## config.mk

```make
export PLATFORM = sky130hd
export DESIGN_NAME = debug_packet_deframer
export DESIGN_NICKNAME = d
export VERILOG_FILES = /design/src/design/dpd_pkg.sv /design/src/design/debug_packet_deframer.sv /design/src/design/dpd_core.sv /design/src/design/dpd_out_stage.sv
export VERILOG_INCLUDE_DIRS = /design/src /design/src/design
export SDC_FILE = /design/constraint.sdc
export NUM_CORES = 1
export LEC_CHECK = 0
export BUFFER_PORTS_ARGS = -buffer_cell sky130_fd_sc_hd__buf_2
export CORE_AREA = 3 3 68 70
export DETAILED_ROUTE_END_ITERATION = 10
export DIE_AREA = 0 0 71 73
export PLACE_DENSITY = 0.82
export RECOVER_POWER = 50
export SLEW_MARGIN = 15
export SYNTH_ARGS = -nofsm -noshare
export SYNTH_HDL_FRONTEND = slang
export SYNTH_SLANG_ARGS = --single-unit
```

## constraint.sdc

```tcl
create_clock -name clk_i -period 3.2 [get_ports clk_i]
set_clock_uncertainty 0.2 [all_clocks]
set_input_delay 0.96 -clock clk_i [delete_from_list [all_inputs] [get_ports clk_i]]
set_output_delay 0.96 -clock clk_i [all_outputs]
set_load 0.05 [all_outputs]
```

## src/design/debug_packet_deframer_macros.svh

```systemverilog
// ----------------------------------------------------------------------------
// Debug packet deframer assertion macros
// Shared concurrent assertion forms, clocked on clk_i and disabled in reset.
// ----------------------------------------------------------------------------
`ifndef DEBUG_PACKET_DEFRAMER_MACROS_SVH
`define DEBUG_PACKET_DEFRAMER_MACROS_SVH

// Consequent must hold in the same cycle as the antecedent.
`define DPD_ASSERT_SAME(label, ante, cons, msg) \
  label: assert property (@(posedge clk_i) disable iff (!rst_ni) (ante) |-> (cons)) \
    else $error(msg);

// Consequent must hold in the cycle after the antecedent.
`define DPD_ASSERT_NEXT(label, ante, cons, msg) \
  label: assert property (@(posedge clk_i) disable iff (!rst_ni) (ante) |=> (cons)) \
    else $error(msg);

`endif

```

## src/design/dpd_pkg.sv

```systemverilog
// ----------------------------------------------------------------------------
// Debug packet deframer package
// Framing characters, result kinds and the result record shared by the modules.
// ----------------------------------------------------------------------------
package dpd_pkg;

  localparam logic [7:0] CH_START        = 8'h24;
  localparam logic [7:0] CH_END          = 8'h23;
  localparam logic [7:0] CH_ESC          = 8'h7D;
  localparam logic [7:0] ESC_MASK_RESET  = 8'h20;

  typedef enum logic [1:0] {
    KIND_DATA = 2'd0,
    KIND_GOOD = 2'd1,
    KIND_BAD  = 2'd2
  } kind_e;

  typedef struct packed {
    kind_e       kind;
    logic [7:0]  data;
  } result_t;

endpackage

```

## src/design/debug_packet_deframer.sv

```systemverilog
// ----------------------------------------------------------------------------
// Debug packet deframer
// Splits a serial debug byte stream into payload bytes and packet status.
// ----------------------------------------------------------------------------
// One received byte is accepted per clock cycle. The only pause comes from the
// output register: while it holds a result that m_axis_tready has not taken,
// s_axis_tready is low. The result of a byte appears on the master side in the
// cycle after the byte's transaction. The framing state, running sum and
// checksum digit are all updated as each byte is accepted, so bytes may follow
// each other without gaps. The escape mask may be written at any idle moment;
// the configuration channel is always ready.
module debug_packet_deframer (
  input  logic       clk_i,
  input  logic       rst_ni,
  input  logic       s_axis_tvalid,
  output logic       s_axis_tready,
  input  logic [7:0] s_axis_tdata,   // [7:0] rx_byte
  output logic       m_axis_tvalid,
  input  logic       m_axis_tready,
  output logic [7:0] m_axis_tdata,   // [7:0] data
  output logic [1:0] m_axis_tuser,   // [1:0] kind
  input  logic       cfg_valid_i,
  output logic       cfg_ready_o,
  input  logic [7:0] cfg_wdata_i     // [7:0] escape_mask
);

  logic             in_fire;
  logic             res_valid;
  logic             space;
  dpd_pkg::result_t res;
  dpd_pkg::result_t out_res;

  assign s_axis_tready = space;
  assign in_fire       = s_axis_tvalid && space;
  assign cfg_ready_o   = 1'b1;

  dpd_core u_core (
    .clk_i       (clk_i),
    .rst_ni      (rst_ni),
    .in_fire_i   (in_fire),
    .rx_byte_i   (s_axis_tdata),
    .cfg_we_i    (cfg_valid_i),
    .cfg_data_i  (cfg_wdata_i),
    .res_valid_o (res_valid),
    .res_o       (res)
  );

  dpd_out_stage u_out (
    .clk_i       (clk_i),
    .rst_ni      (rst_ni),
    .load_i      (res_valid),
    .res_i       (res),
    .out_ready_i (m_axis_tready),
    .out_valid_o (m_axis_tvalid),
    .out_o       (out_res),
    .space_o     (space)
  );

  assign m_axis_tdata = out_res.data;
  assign m_axis_tuser = out_res.kind;

endmodule

```

## src/design/dpd_core.sv

```systemverilog
// ----------------------------------------------------------------------------
// Debug packet deframer core
// Holds the framing state and decides the result of each accepted byte.
// ----------------------------------------------------------------------------
`include "debug_packet_deframer_macros.svh"

module dpd_core (
  input  logic             clk_i,
  input  logic             rst_ni,
  input  logic             in_fire_i,
  input  logic [7:0]       rx_byte_i,
  input  logic             cfg_we_i,
  input  logic [7:0]       cfg_data_i,
  output logic             res_valid_o,
  output dpd_pkg::result_t res_o
);

  typedef enum logic [2:0] {
    PH_HUNT = 3'd0,
    PH_DATA = 3'd1,
    PH_ESCD = 3'd2,
    PH_HEX1 = 3'd3,
    PH_HEX2 = 3'd4
  } phase_e;

  phase_e     phase_q, phase_d;
  logic [7:0] sum_q, sum_d;
  logic [3:0] nibble_q, nibble_d;
  logic [7:0] mask_q;
  logic [7:0] sum_plus;
  logic       hex_ok;
  logic [3:0] hex_val;

  function automatic logic [4:0] hex_decode(input logic [7:0] c);
    logic [4:0] r;
    r = 5'd0;
    if (c >= 8'h30 && c <= 8'h39) begin
      r = {1'b1, c[3:0]};
    end else if ((c >= 8'h41 && c <= 8'h46) || (c >= 8'h61 && c <= 8'h66)) begin
      r = {1'b1, c[3:0] + 4'd9};
    end
    return r;
  endfunction

  assign sum_plus          = sum_q + rx_byte_i;
  assign {hex_ok, hex_val} = hex_decode(rx_byte_i);

  always_comb begin
    phase_d      = phase_q;
    sum_d        = sum_q;
    nibble_d     = nibble_q;
    res_valid_o  = 1'b0;
    res_o.kind   = dpd_pkg::KIND_BAD;
    res_o.data   = sum_q;
    if (in_fire_i) begin
      unique case (phase_q)
        PH_DATA: begin
          if (rx_byte_i == dpd_pkg::CH_START) begin
            phase_d     = PH_HUNT;
            res_valid_o = 1'b1;
          end else if (rx_byte_i == dpd_pkg::CH_END) begin
            phase_d = PH_HEX1;
          end else begin
            sum_d = sum_plus;
            if (rx_byte_i == dpd_pkg::CH_ESC) begin
              phase_d = PH_ESCD;
            end else begin
              res_valid_o = 1'b1;
              res_o.kind  = dpd_pkg::KIND_DATA;
              res_o.data  = rx_byte_i;
            end
          end
        end
        PH_ESCD: begin
          sum_d       = sum_plus;
          phase_d     = PH_DATA;
          res_valid_o = 1'b1;
          res_o.kind  = dpd_pkg::KIND_DATA;
          res_o.data  = rx_byte_i ^ mask_q;
        end
        PH_HEX1: begin
          if (hex_ok) begin
            nibble_d = hex_val;
            phase_d  = PH_HEX2;
          end else begin
            phase_d     = PH_HUNT;
            res_valid_o = 1'b1;
          end
        end
        PH_HEX2: begin
          phase_d     = PH_HUNT;
          res_valid_o = 1'b1;
          if (hex_ok && {nibble_q, hex_val} == sum_q) begin
            res_o.kind = dpd_pkg::KIND_GOOD;
          end
        end
        default: begin
          phase_d = PH_HUNT;
          if (rx_byte_i == dpd_pkg::CH_START) begin
            sum_d   = 8'd0;
            phase_d = PH_DATA;
          end
        end
      endcase
    end
  end

  always_ff @(posedge clk_i or negedge rst_ni) begin
    if (!rst_ni) begin
      phase_q  <= PH_HUNT;
      sum_q    <= 8'd0;
      nibble_q <= 4'd0;
      mask_q   <= dpd_pkg::ESC_MASK_RESET;
    end else begin
      phase_q  <= phase_d;
      sum_q    <= sum_d;
      nibble_q <= nibble_d;
      if (cfg_we_i) begin
        mask_q <= cfg_data_i;
      end
    end
  end

  `DPD_ASSERT_SAME(a_result_needs_byte, res_valid_o, in_fire_i, "Result without an accepted byte.")
  `DPD_ASSERT_NEXT(a_hunt_drops, in_fire_i && phase_q == PH_HUNT && rx_byte_i != dpd_pkg::CH_START, phase_q == PH_HUNT, "Hunting left without a start character.")
  `DPD_ASSERT_NEXT(a_end_returns_hunt, res_valid_o && res_o.kind != dpd_pkg::KIND_DATA, phase_q == PH_HUNT && $stable(sum_q), "Packet end did not return to hunting.")

endmodule

```

## src/design/dpd_out_stage.sv

```systemverilog
// ----------------------------------------------------------------------------
// Debug packet deframer output stage
// Result register that holds a result until the downstream side takes it.
// ----------------------------------------------------------------------------
module dpd_out_stage (
  input  logic             clk_i,
  input  logic             rst_ni,
  input  logic             load_i,
  input  dpd_pkg::result_t res_i,
  input  logic             out_ready_i,
  output logic             out_valid_o,
  output dpd_pkg::result_t out_o,
  output logic             space_o
);

  logic             valid_q;
  dpd_pkg::result_t res_q;

  assign space_o     = !valid_q || out_ready_i;
  assign out_valid_o = valid_q;
  assign out_o       = res_q;

  always_ff @(posedge clk_i or negedge rst_ni) begin
    if (!rst_ni) begin
      valid_q <= 1'b0;
    end else if (load_i) begin
      valid_q <= 1'b1;
    end else if (out_ready_i) begin
      valid_q <= 1'b0;
    end
  end

  always_ff @(posedge clk_i) begin
    if (load_i) begin
      res_q <= res_i;
    end
  end

endmodule

```

==> results of run 1 <==
power groups by stage:
| stage | Combinational, uW | Clock, uW | Sequential [uW] |
|---|---|---|---|
| 2_1_floorplan | 514 | 0 | 766 |
| 3_3_place_gp | 827 | 0 | 674 |
| 3_5_place_dp | 854 | 0 | 676 |
| 4_1_cts | 860 | 413 | 668 |
| 5_1_grt | 941 | 433 | 682 |
| 6_report | 859 | 411 | 674 |
critical path, cell delays in order:
cell and delay (ns):
buf_2 0.11, or4b_2 0.66, a211oi_1 0.38, nor2_1 0.11, a2111oi_0 0.36, buf_4 0.19
a31oi_1 0.07
sequential cells by signal (all words and copies together), names as in the netlist:
name / count
u_core.nibble_q: 4
u_core.phase_q: 3
u_core.sum_q: 8
u_out.out_valid_o: 1
u_core.mask_q: 8
u_out.out_o: 10
worst max path at each step:
stage          slack, ns                             to  cells past startpoint
4_1_cts             0.26    u_core.sum_q[4]$_DFFE_PN0P_                      6
3_3_place_gp      -0.009   u_out.out_o[9]$_SDFFCE_PN1P_                      7
3_5_place_dp       -0.03    u_core.sum_q[4]$_DFFE_PN0P_                      6
5_1_grt             0.09       u_out.out_o[0]$_DFFE_PP_                     10
6_report            0.19   u_out.out_o[9]$_SDFFCE_PN1P_                      7
2_1_floorplan       0.21  u_out.out_valid_o$_DFFE_PN0P_                      5
final cells by class:
cell class | count | area, um2
multi-input cells | 195 | 1390
inverters | 12 | 45.0
well taps | 50 | 62.6
clock buffers | 7 | 86.3
flip-flops and latches | 34 | 902
clock inverters | 1 | 30.0
repair buffers | 58 | 343
fillers | 310 | 1170
placed cells by master (no fill, tap or decap), types with 3 or more instances in the layout:
cell / Yosys / layout
nand2b_1: 6 / 6
nand3_1: 3 / 3
o32ai_1: 4 / 4
edfxtp_1: 10 / 10
mux2_2: 9 / 9
nor4_1: 3 / 3
ha_1: 10 / 10
dfrtp_1: 23 / 23
o21ai_0: 11 / 11
and3_1: 3 / 3
mux2i_1: 4 / 4
a21o_1: 4 / 4
buf_4: 1 / 26
clkbuf_8: 0 / 6
nor3_1: 7 / 7
inv_1: 12 / 12
xor2_1: 11 / 11
clkbuf_1: 7 / 11
nand2_1: 17 / 17
buf_2: 2 / 22
o31ai_1: 4 / 4
nor2_1: 23 / 23
a22oi_1: 3 / 3
a211oi_1: 4 / 4
o221ai_1: 3 / 3
a21oi_1: 19 / 19
kinds of logic after synthesis:
kind of cell / count (synthesis)
buffers and inverters: 23
AO/OA/AOI/OAI: 75
other: 1
flip-flops: 34
adder cells (fa/ha/maj): 11
multiplexers: 13
AND/OR/NAND/NOR: 81
XOR/XNOR: 14
routing by layer:
metal / share of wire, % / vias to the layer above / track usage (%) / wire length, um
li1: - / 1039 / - / -
met1: 42 / 1026 / 33.4 / 2620
met2: 48 / 89 / 41.6 / 2980
met3: 6.8 / 20 / 4.82 / 422
met4: 3.3 / 0 / 11.1 / 207
met5: 0 / - / 0 / 0
metrics by stage:
step	utilization, %	cell area, um2	setup WS [ns]	std cells
final	71.1	2860	0.187	357
after global placement	68.5	2760	-0.00893	349
after detailed placement	68.5	2760	-0.0317	349
after floorplan	-	2390	0.210	252
after global routing	71.1	2860	0.0926	357
after CTS	71.4	2880	0.257	357
==> flow_summary.ini, run 1 <==
[min_path]
hold-path-endpoint = u_core.mask_q[4]$_DFFE_PN0P_
whs_path_depth = 1
min-delay-start = u_core.mask_q[4]$_DFFE_PN0P_
hold_class = flip-flop to flip-flop

[die]
start_util_pct = 59.3
die_h_um = 73
fp-row-count = 23
die_w_um = 71
core_um2 = 4030
dieArea_um2 = 5180
num_io_pins = 34

[drt]
first_pass_iters = 4
num_vias = 2174
ant_nets = 0
wl_mm = 6.23
first_iter_violations = 167
vias_per_cell = 6.09
drc = 0
routedWlPerCell_um = 17.4

[flow_run]
cap_violations = 0

[placed_design]
io_buffer_count = 32
place.gp.congestion = 1.01
hpwl_mm = 4.73

[sta]
max_slew_margin_pct = 13.6
whs_ns = 0.333
finalCritPeriodShare_pct = 94.1
slew_viol_final = 0
rsz0062_at_grt = false
fmax_ghz = 0.332
worst_pin_slew_ns = 1.30
finalHoldViolations = 0
fin_tns_setup_ns = 0
min_period_ns = 3.01
setup_viol_count_final = 0

[power]
swShare_pct = 41.8
pwr-share-clk_pct = 21.2
p_switching_uw = 814
seq_power_share_pct = 34.7
powerDensity_nw_per_um2 = 679
leakagePower_uw = 0.00123
ir_worst_vdd_v = 0.000355
p_comb_share_pct = 44.2
power_uw = 1940
power.internal_uw = 1130

[clock_network]
cts_tree = done
cts_root_buf = clkbuf_8
ctsHoldBuffers = 0
cts_buffer_depth = 2
postCtsSetupRepairBufs = 0
cts_buffers = 5
clkTransAtPathRegs_ns = 0.07
h-tree-depth = 2
cts_sinks = 34
cts-resized-gates = 0
clkLatencyLatePin_ns = 0.29

[setup_path]
cp_max_fo = 3
crit_start = s_axis_tdata[7]
critPathLaunchType = input pin
critPathRequiredTime_ns = 3.03
rrSetupSlack_ns = 0.74
cp.arrival_ns = 2.84
r2r_start = u_core.sum_q[3]$_DFFE_PN0P_
crit_type = input pin to flip-flop
r2r-end = u_core.sum_q[7]$_DFFE_PN0P_
rr_worst_depth = 6
crit_path_end_kind = flip-flop

[run_status]
outcome = completed

[synthesis]
yosysSeqAreaShare_pct = 37.8
async_flop_share_pct = 70.6
yosysTopAreaCell = dfrtp_1
ys_ff_latch = 34
synth_edf_count = 10
netlist_instances = 252
synth_top_family_by_area = compound AO/OA/AOI/OAI gates
yosysWarnings = 0
synthTopCellsByCount = 23 x dfrtp_1, 23 x nor2_1, 19 x a21oi_1
synth_area_per_cell_um2 = 9.48
synthFlopType = dfrtp_1
synth_xor_area_share_pct = 5.71
synthMuxAreaShare_pct = 5.92
syn-num-nets = 284
syn-cell-area_um2 = 2390
synth_cell_types = 64
netlist.area_leader.share_pct = 24.1
yosys.area_share.adder_pct = 6.08
yosys.area_share.simple_pct = 18.0
synthTopCellsByArea = dfrtp_1 24%, edfxtp_1 13%, ha_1 5.2%, mux2_2 4.2%, xor2_1 4.0%
synth-compound-area-share_pct = 22.5

[global_route]
track_usage_pct = 25.6
overflow = 0
antenna_found_initial = 0
grt_pass1_wl_mm = 10.3
grt_max_degree = 25
grt_pass1_vias = 2095

[finish]
antennaDiodeCount = 0
syn_to_final_growth_pct = 19.9
drive_gt1_share_pct = 24.8
layout.nets = 338
(Power assumes the default switching activity.)
==> inputs of run 2 (changes only) <==
--- a/config.mk
+++ b/config.mk
@@ -7,11 +7,12 @@
 export NUM_CORES = 1
 export LEC_CHECK = 0
 export BUFFER_PORTS_ARGS = -buffer_cell sky130_fd_sc_hd__buf_2
-export CORE_AREA = 3 3 68 70
+export CORE_AREA = 3 3 67 69
 export DETAILED_ROUTE_END_ITERATION = 10
-export DIE_AREA = 0 0 71 73
-export PLACE_DENSITY = 0.82
+export DIE_AREA = 0 0 70 72
+export PLACE_DENSITY = 0.84
 export RECOVER_POWER = 50
+export SETUP_SLACK_MARGIN = 0.5
 export SLEW_MARGIN = 15
 export SYNTH_ARGS = -nofsm -noshare
 export SYNTH_HDL_FRONTEND = slang
==> flow_summary.ini, run 2 (synthesis results as in run 1) <==
[die]
num_io_pins = 34
core_um2 = 3970
start_util_pct = 60.1
die_w_um = 70
dieArea_um2 = 5040
die_h_um = 72
fp-row-count = 23

[setup_path]
critPathRequiredTime_ns = 3.17
critPathLaunchType = input pin
crit_path_end_kind = flip-flop
crit_path_max_incr_delay_ns = 0.64
crit_type = input pin to flip-flop
cp.arrival_ns = 2.78
slowest_stage = or4b_4
r2r_start = u_core.sum_q[1]$_DFFE_PN0P_
crit_start = s_axis_tdata[4]
cp_max_fo = 7
crit_chain = buf_6, or4b_4, o31a_1, o2111ai_4, nor4b_2, a311o_1

[sta]
fin_tns_setup_ns = 0
rsz0062_at_grt = true
min_period_ns = 2.81
whs_ns = 0.333
worst_slack_ns = 0.392
slew_viol_final = 0
worst_pin_slew_ns = 1.34
fmax_ghz = 0.356
setup_viol_count_final = 0
finalHoldViolations = 0
finalCritPeriodShare_pct = 87.8
max_slew_margin_pct = 10.5

[global_route]
overflow = 0
grt_max_degree = 25
grt_pass1_wl_mm = 11.3
track_usage_pct = 28.8
antenna_found_initial = 0
grt_pass1_vias = 2336

[placed_design]
dp_slack_ns = -0.0579
io_buffer_count = 32
hpwl_mm = 4.81
place.gp.congestion = 0.936

[finish]
final_util_pct = 78.1
antennaDiodeCount = 0
layout.nets = 329
final_cell_mix = 23 x dfrtp_1, 21 x nor2_1, 18 x a21oi_1, 18 x buf_2, 13 x nand2_1
final_common_cell = dfrtp_1
drive_gt1_share_pct = 35.2
syn_to_final_growth_pct = 29.9
largest_reg_flops = 10

[clock_network]
h-tree-depth = 2
cts_tree = done
cts_buffer_depth = 2
clkTransAtPathRegs_ns = 0.07
clkLatencyLatePin_ns = 0.29
cts_sinks = 34
cts_buffers = 5
cts_root_buf = clkbuf_8

[power]
powerDensity_nw_per_um2 = 668
ir_worst_vdd_v = 0.000456
power_uw = 2070
leakagePower_uw = 0.00124

[drt]
wl_mm = 7.57
ant_nets = 0
first_pass_iters = 5
drc = 0
num_vias = 2348
routedWlPerCell_um = 21.7
first_iter_violations = 311
vias_per_cell = 6.75

[flow_run]
cap_violations = 0

[min_path]
min-delay-start = u_core.mask_q[7]$_DFFE_PN0P_
hold_class = flip-flop to flip-flop

[run_status]
outcome = completed
==> run 2: cell count changes in the layout (fill, tap and decap cells not counted), sizes merged <==
cell,change
buf,-10
bufinv,-1
clkbuf,-2
clkinv,+2
clkinvlp,+1
or3,+1
==> run 2: stage by stage <==
stage,instance area (um2),std cells
6_report,3100,348
5_1_grt,3100,348
4_1_cts,2920,343
3_5_place_dp,2700,333
3_3_place_gp,2700,333
2_1_floorplan,2450,252
==> run 2: path summary, 6_finish.rpt <==
path | cells past startpoint | slack [ns] | endpoint
min in group asynchronous | 1 | 0.75 | u_core.phase_q[1]$_DFFE_PN0P_
worst min register to register | 1 | 0.33 | u_core.mask_q[7]$_DFFE_PN0P_
worst min-delay path | 1 | 0.33 | u_core.mask_q[7]$_DFFE_PN0P_
max in group asynchronous | 1 | 1.25 | u_core.nibble_q[1]$_DFFE_PN0P_
worst max-delay path | 6 | 0.39 | u_core.sum_q[7]$_DFFE_PN0P_
worst max register to register | 6 | 0.72 | u_core.sum_q[7]$_DFFE_PN0P_
==> run 2: cell type report <==
class                   instances  area (um2)
clock inverters                 3        16.3
inverters                      12        47.5
repair buffers                 48         319
clock buffers                   5        68.8
flip-flops and latches         34         902
fillers                       236         870
multi-input cells             196        1690
well taps                      50        62.6
==> run 2: power breakdown <==
group	leakage [uW]	internal (uW)	total, uW	switching, uW
Clock	0.0000416	149	312	163
Sequential	0.000384	561	692	131
Combinational	0.000814	409	1070	658
==> run 2: critical path: cells and delay by family <==
family	cells	cell delay, ns
and+or+nand+nor	2	0.74
AOI/OAI and AO/OA	3	0.98
buffers and inverters	1	0.10
==> run 2: timing repair <==
action	CTS	global route
gates cloned	2	0
setup endpoints to repair	19	28
setup buffers	0	5
gates resized for setup	25	34
pin swaps	5	12
hold buffers	0	0
==> run 2: per-layer routing <==
layer / GRT usage [%] / up-vias / routed length [um]
met2: 50.1 / 148 / 3820
met1: 32.5 / 1122 / 2680
met4: 16.6 / 0 / 457
met5: 0 / - / 0
li1: - / 1032 / -
met3: 6.93 / 46 / 609
==> inputs of run 3 (changes only) <==
--- a/config.mk
+++ b/config.mk
@@ -7,10 +7,10 @@
 export NUM_CORES = 1
 export LEC_CHECK = 0
 export BUFFER_PORTS_ARGS = -buffer_cell sky130_fd_sc_hd__buf_2
-export CORE_AREA = 3 3 67 69
+export CORE_AREA = 3 3 69 71
 export DETAILED_ROUTE_END_ITERATION = 10
-export DIE_AREA = 0 0 70 72
-export PLACE_DENSITY = 0.84
+export DIE_AREA = 0 0 72 74
+export PLACE_DENSITY = 0.8
 export RECOVER_POWER = 50
 export SETUP_SLACK_MARGIN = 0.5
 export SLEW_MARGIN = 15
==> constraint.sdc (replaced) <==
create_clock -name clk_i -period 2.6 [get_ports clk_i]
set_clock_uncertainty 0.2 [all_clocks]
set_input_delay 0.78 -clock clk_i [delete_from_list [all_inputs] [get_ports clk_i]]
set_output_delay 0.78 -clock clk_i [all_outputs]
set_load 0.05 [all_outputs]
==> flow_summary.ini, run 3 (synthesis results as in run 1) <==
[global_route]
top_usage_layer = met2
antenna_found_initial = 0
use_met3_pct = 9.05
grt_max_degree = 25
track_usage_pct = 32.5
grt_pass1_vias = 2715
grt_util_met2_pct = 54.8
overflow = 0
grtUsageMet1_pct = 36.7
grt_pass1_wl_mm = 13.1

[finish]
fill_cells = 204
final_cell_mix = 54 x buf_4, 23 x dfrtp_1, 17 x a21oi_1
drive_gt1_share_pct = 46.8
final_util_pct = 84.0
largest_reg_flops = 10
antennaDiodeCount = 0
syn_to_final_growth_pct = 51.0
layout.nets = 375
final_common_cell = buf_4

[sta]
finalHoldViolations = 0
slew_viol_final = 0
finalCritPeriodShare_pct = 99.4
fmax_ghz = 0.387
fin_tns_setup_ns = 0
setup_viol_count_final = 0
rsz0062_at_grt = true
min_period_ns = 2.59
max_slew_margin_pct = 1.29
worst_pin_slew_ns = 1.48

[setup_path]
critPathLaunchType = input pin
crit_path_end_kind = flip-flop
cp.arrival_ns = 2.56
cp_max_fo = 7
crit_type = input pin to flip-flop
rr_worst_depth = 6
critPathRequiredTime_ns = 2.58

[drt]
num_vias = 2674
drc = 0
first_iter_violations = 428
ant_nets = 0
vias_per_cell = 6.75
wl_mm = 8.83
routedWlPerCell_um = 22.3
first_pass_iters = 5

[clock_network]
cts_root_buf = clkbuf_8
cts_tree = done
cts_buffer_depth = 2
h-tree-depth = 2
ctsHoldBuffers = 0
cts_buffers = 5
cts_sinks = 34
clkLatencyLatePin_ns = 0.30
clkTransAtPathRegs_ns = 0.07

[die]
die_h_um = 74
num_io_pins = 34
dieArea_um2 = 5330
die_w_um = 72
fp-row-count = 24
core_um2 = 4290
start_util_pct = 55.6

[placed_design]
hpwl_mm = 5.36
io_buffer_count = 32
place.gp.congestion = 1.00

[min_path]
whs_path_depth = 1
hold_class = flip-flop to flip-flop

[run_status]
outcome = completed

[power]
powerDensity_nw_per_um2 = 783
ir_worst_vdd_v = 0.000568
leakagePower_uw = 0.00150

[flow_run]
cap_violations = 0
==> run 3: cell types whose count changed in the layout (fill, tap and decap cells not counted), moves of 3 or more <==
cell | before | now
buf_4 | 11 | 54
buf_6 | 7 | 11
nand2_1 | 13 | 16
nand2_2 | 3 | 0
nor2_1 | 21 | 16
nor2_4 | 0 | 5
o221ai_1 | 3 | 0
o221ai_2 | 0 | 3
o31ai_2 | 4 | 1
o32ai_1 | 4 | 1
==> run 3: timing repair <==
action | in CTS | in global routing
buffers inserted | 6 | 3
setup endpoints to repair | 37 | 37
gates resized for setup | 61 | 25
gates cloned | 1 | 0
pin swaps | 27 | 8
==> run 3: cell type report <==
type / count / area, um2 / area share [%]
clock buffer: 6 / 82.6 / 2.29
sequential: 34 / 902 / 25.0
tap: 52 / 65.1 / 1.80
clock inverter: 2 / 12.5 / 0.347
timing repair buffer: 94 / 697 / 19.3
inverter: 12 / 47.5 / 1.32
multi-input combinational: 196 / 1800 / 49.9
==> run 3: per-stage QoR <==
step                instance area, um2  power (uW)  cells  hold slack, ns  worst slack (ns)
CTS                               3470        2640    393           0.304            0.0891
floorplan                         2450        1610    252           0.284           -0.0928
finish                            3610        2820    396           0.352            0.0143
global route                      3610        2940    396           0.363           -0.0124
global placement                  3020        2000    378           0.318            -0.210
detailed placement                3020        2050    378           0.319            -0.298
==> run 3: path summary, 6_finish.rpt <==
check | start | end | slack (ns)
setup / recovery | s_axis_tdata[7] | u_core.sum_q[7]$_DFFE_PN0P_ | 0.01
hold / removal | u_core.nibble_q[0]$_DFFE_PN0P_ | u_core.nibble_q[0]$_DFFE_PN0P_ | 0.35
setup reg to reg | u_core.sum_q[6]$_DFFE_PN0P_ | u_core.sum_q[7]$_DFFE_PN0P_ | 0.18
hold reg to reg | u_core.nibble_q[0]$_DFFE_PN0P_ | u_core.nibble_q[0]$_DFFE_PN0P_ | 0.35
max in group asynchronous | rst_ni | u_core.sum_q[5]$_DFFE_PN0P_ | 0.71
min in group asynchronous | rst_ni | u_core.phase_q[1]$_DFFE_PN0P_ | 0.62
==> run 3: metal layers <==
layer  wire length, um  vias up
met1              2980     1258
met5                 0        -
met3               918       78
met4               632        0
li1                  -     1113
met2              4300      225
==> run 3: power by group <==
part	switching (uW)	internal (uW)	total [uW]
registers	155	690	845
clock network	210	213	423
logic	920	635	1550
total	1290	1540	2820
==> run 3: worst max-delay path: stages <==
cell and delay (ns):
buf_6 0.10, or4b_4 0.63, o31ai_4 0.31, o2111ai_4 0.20
and2_1 0.21, a311o_1 0.32
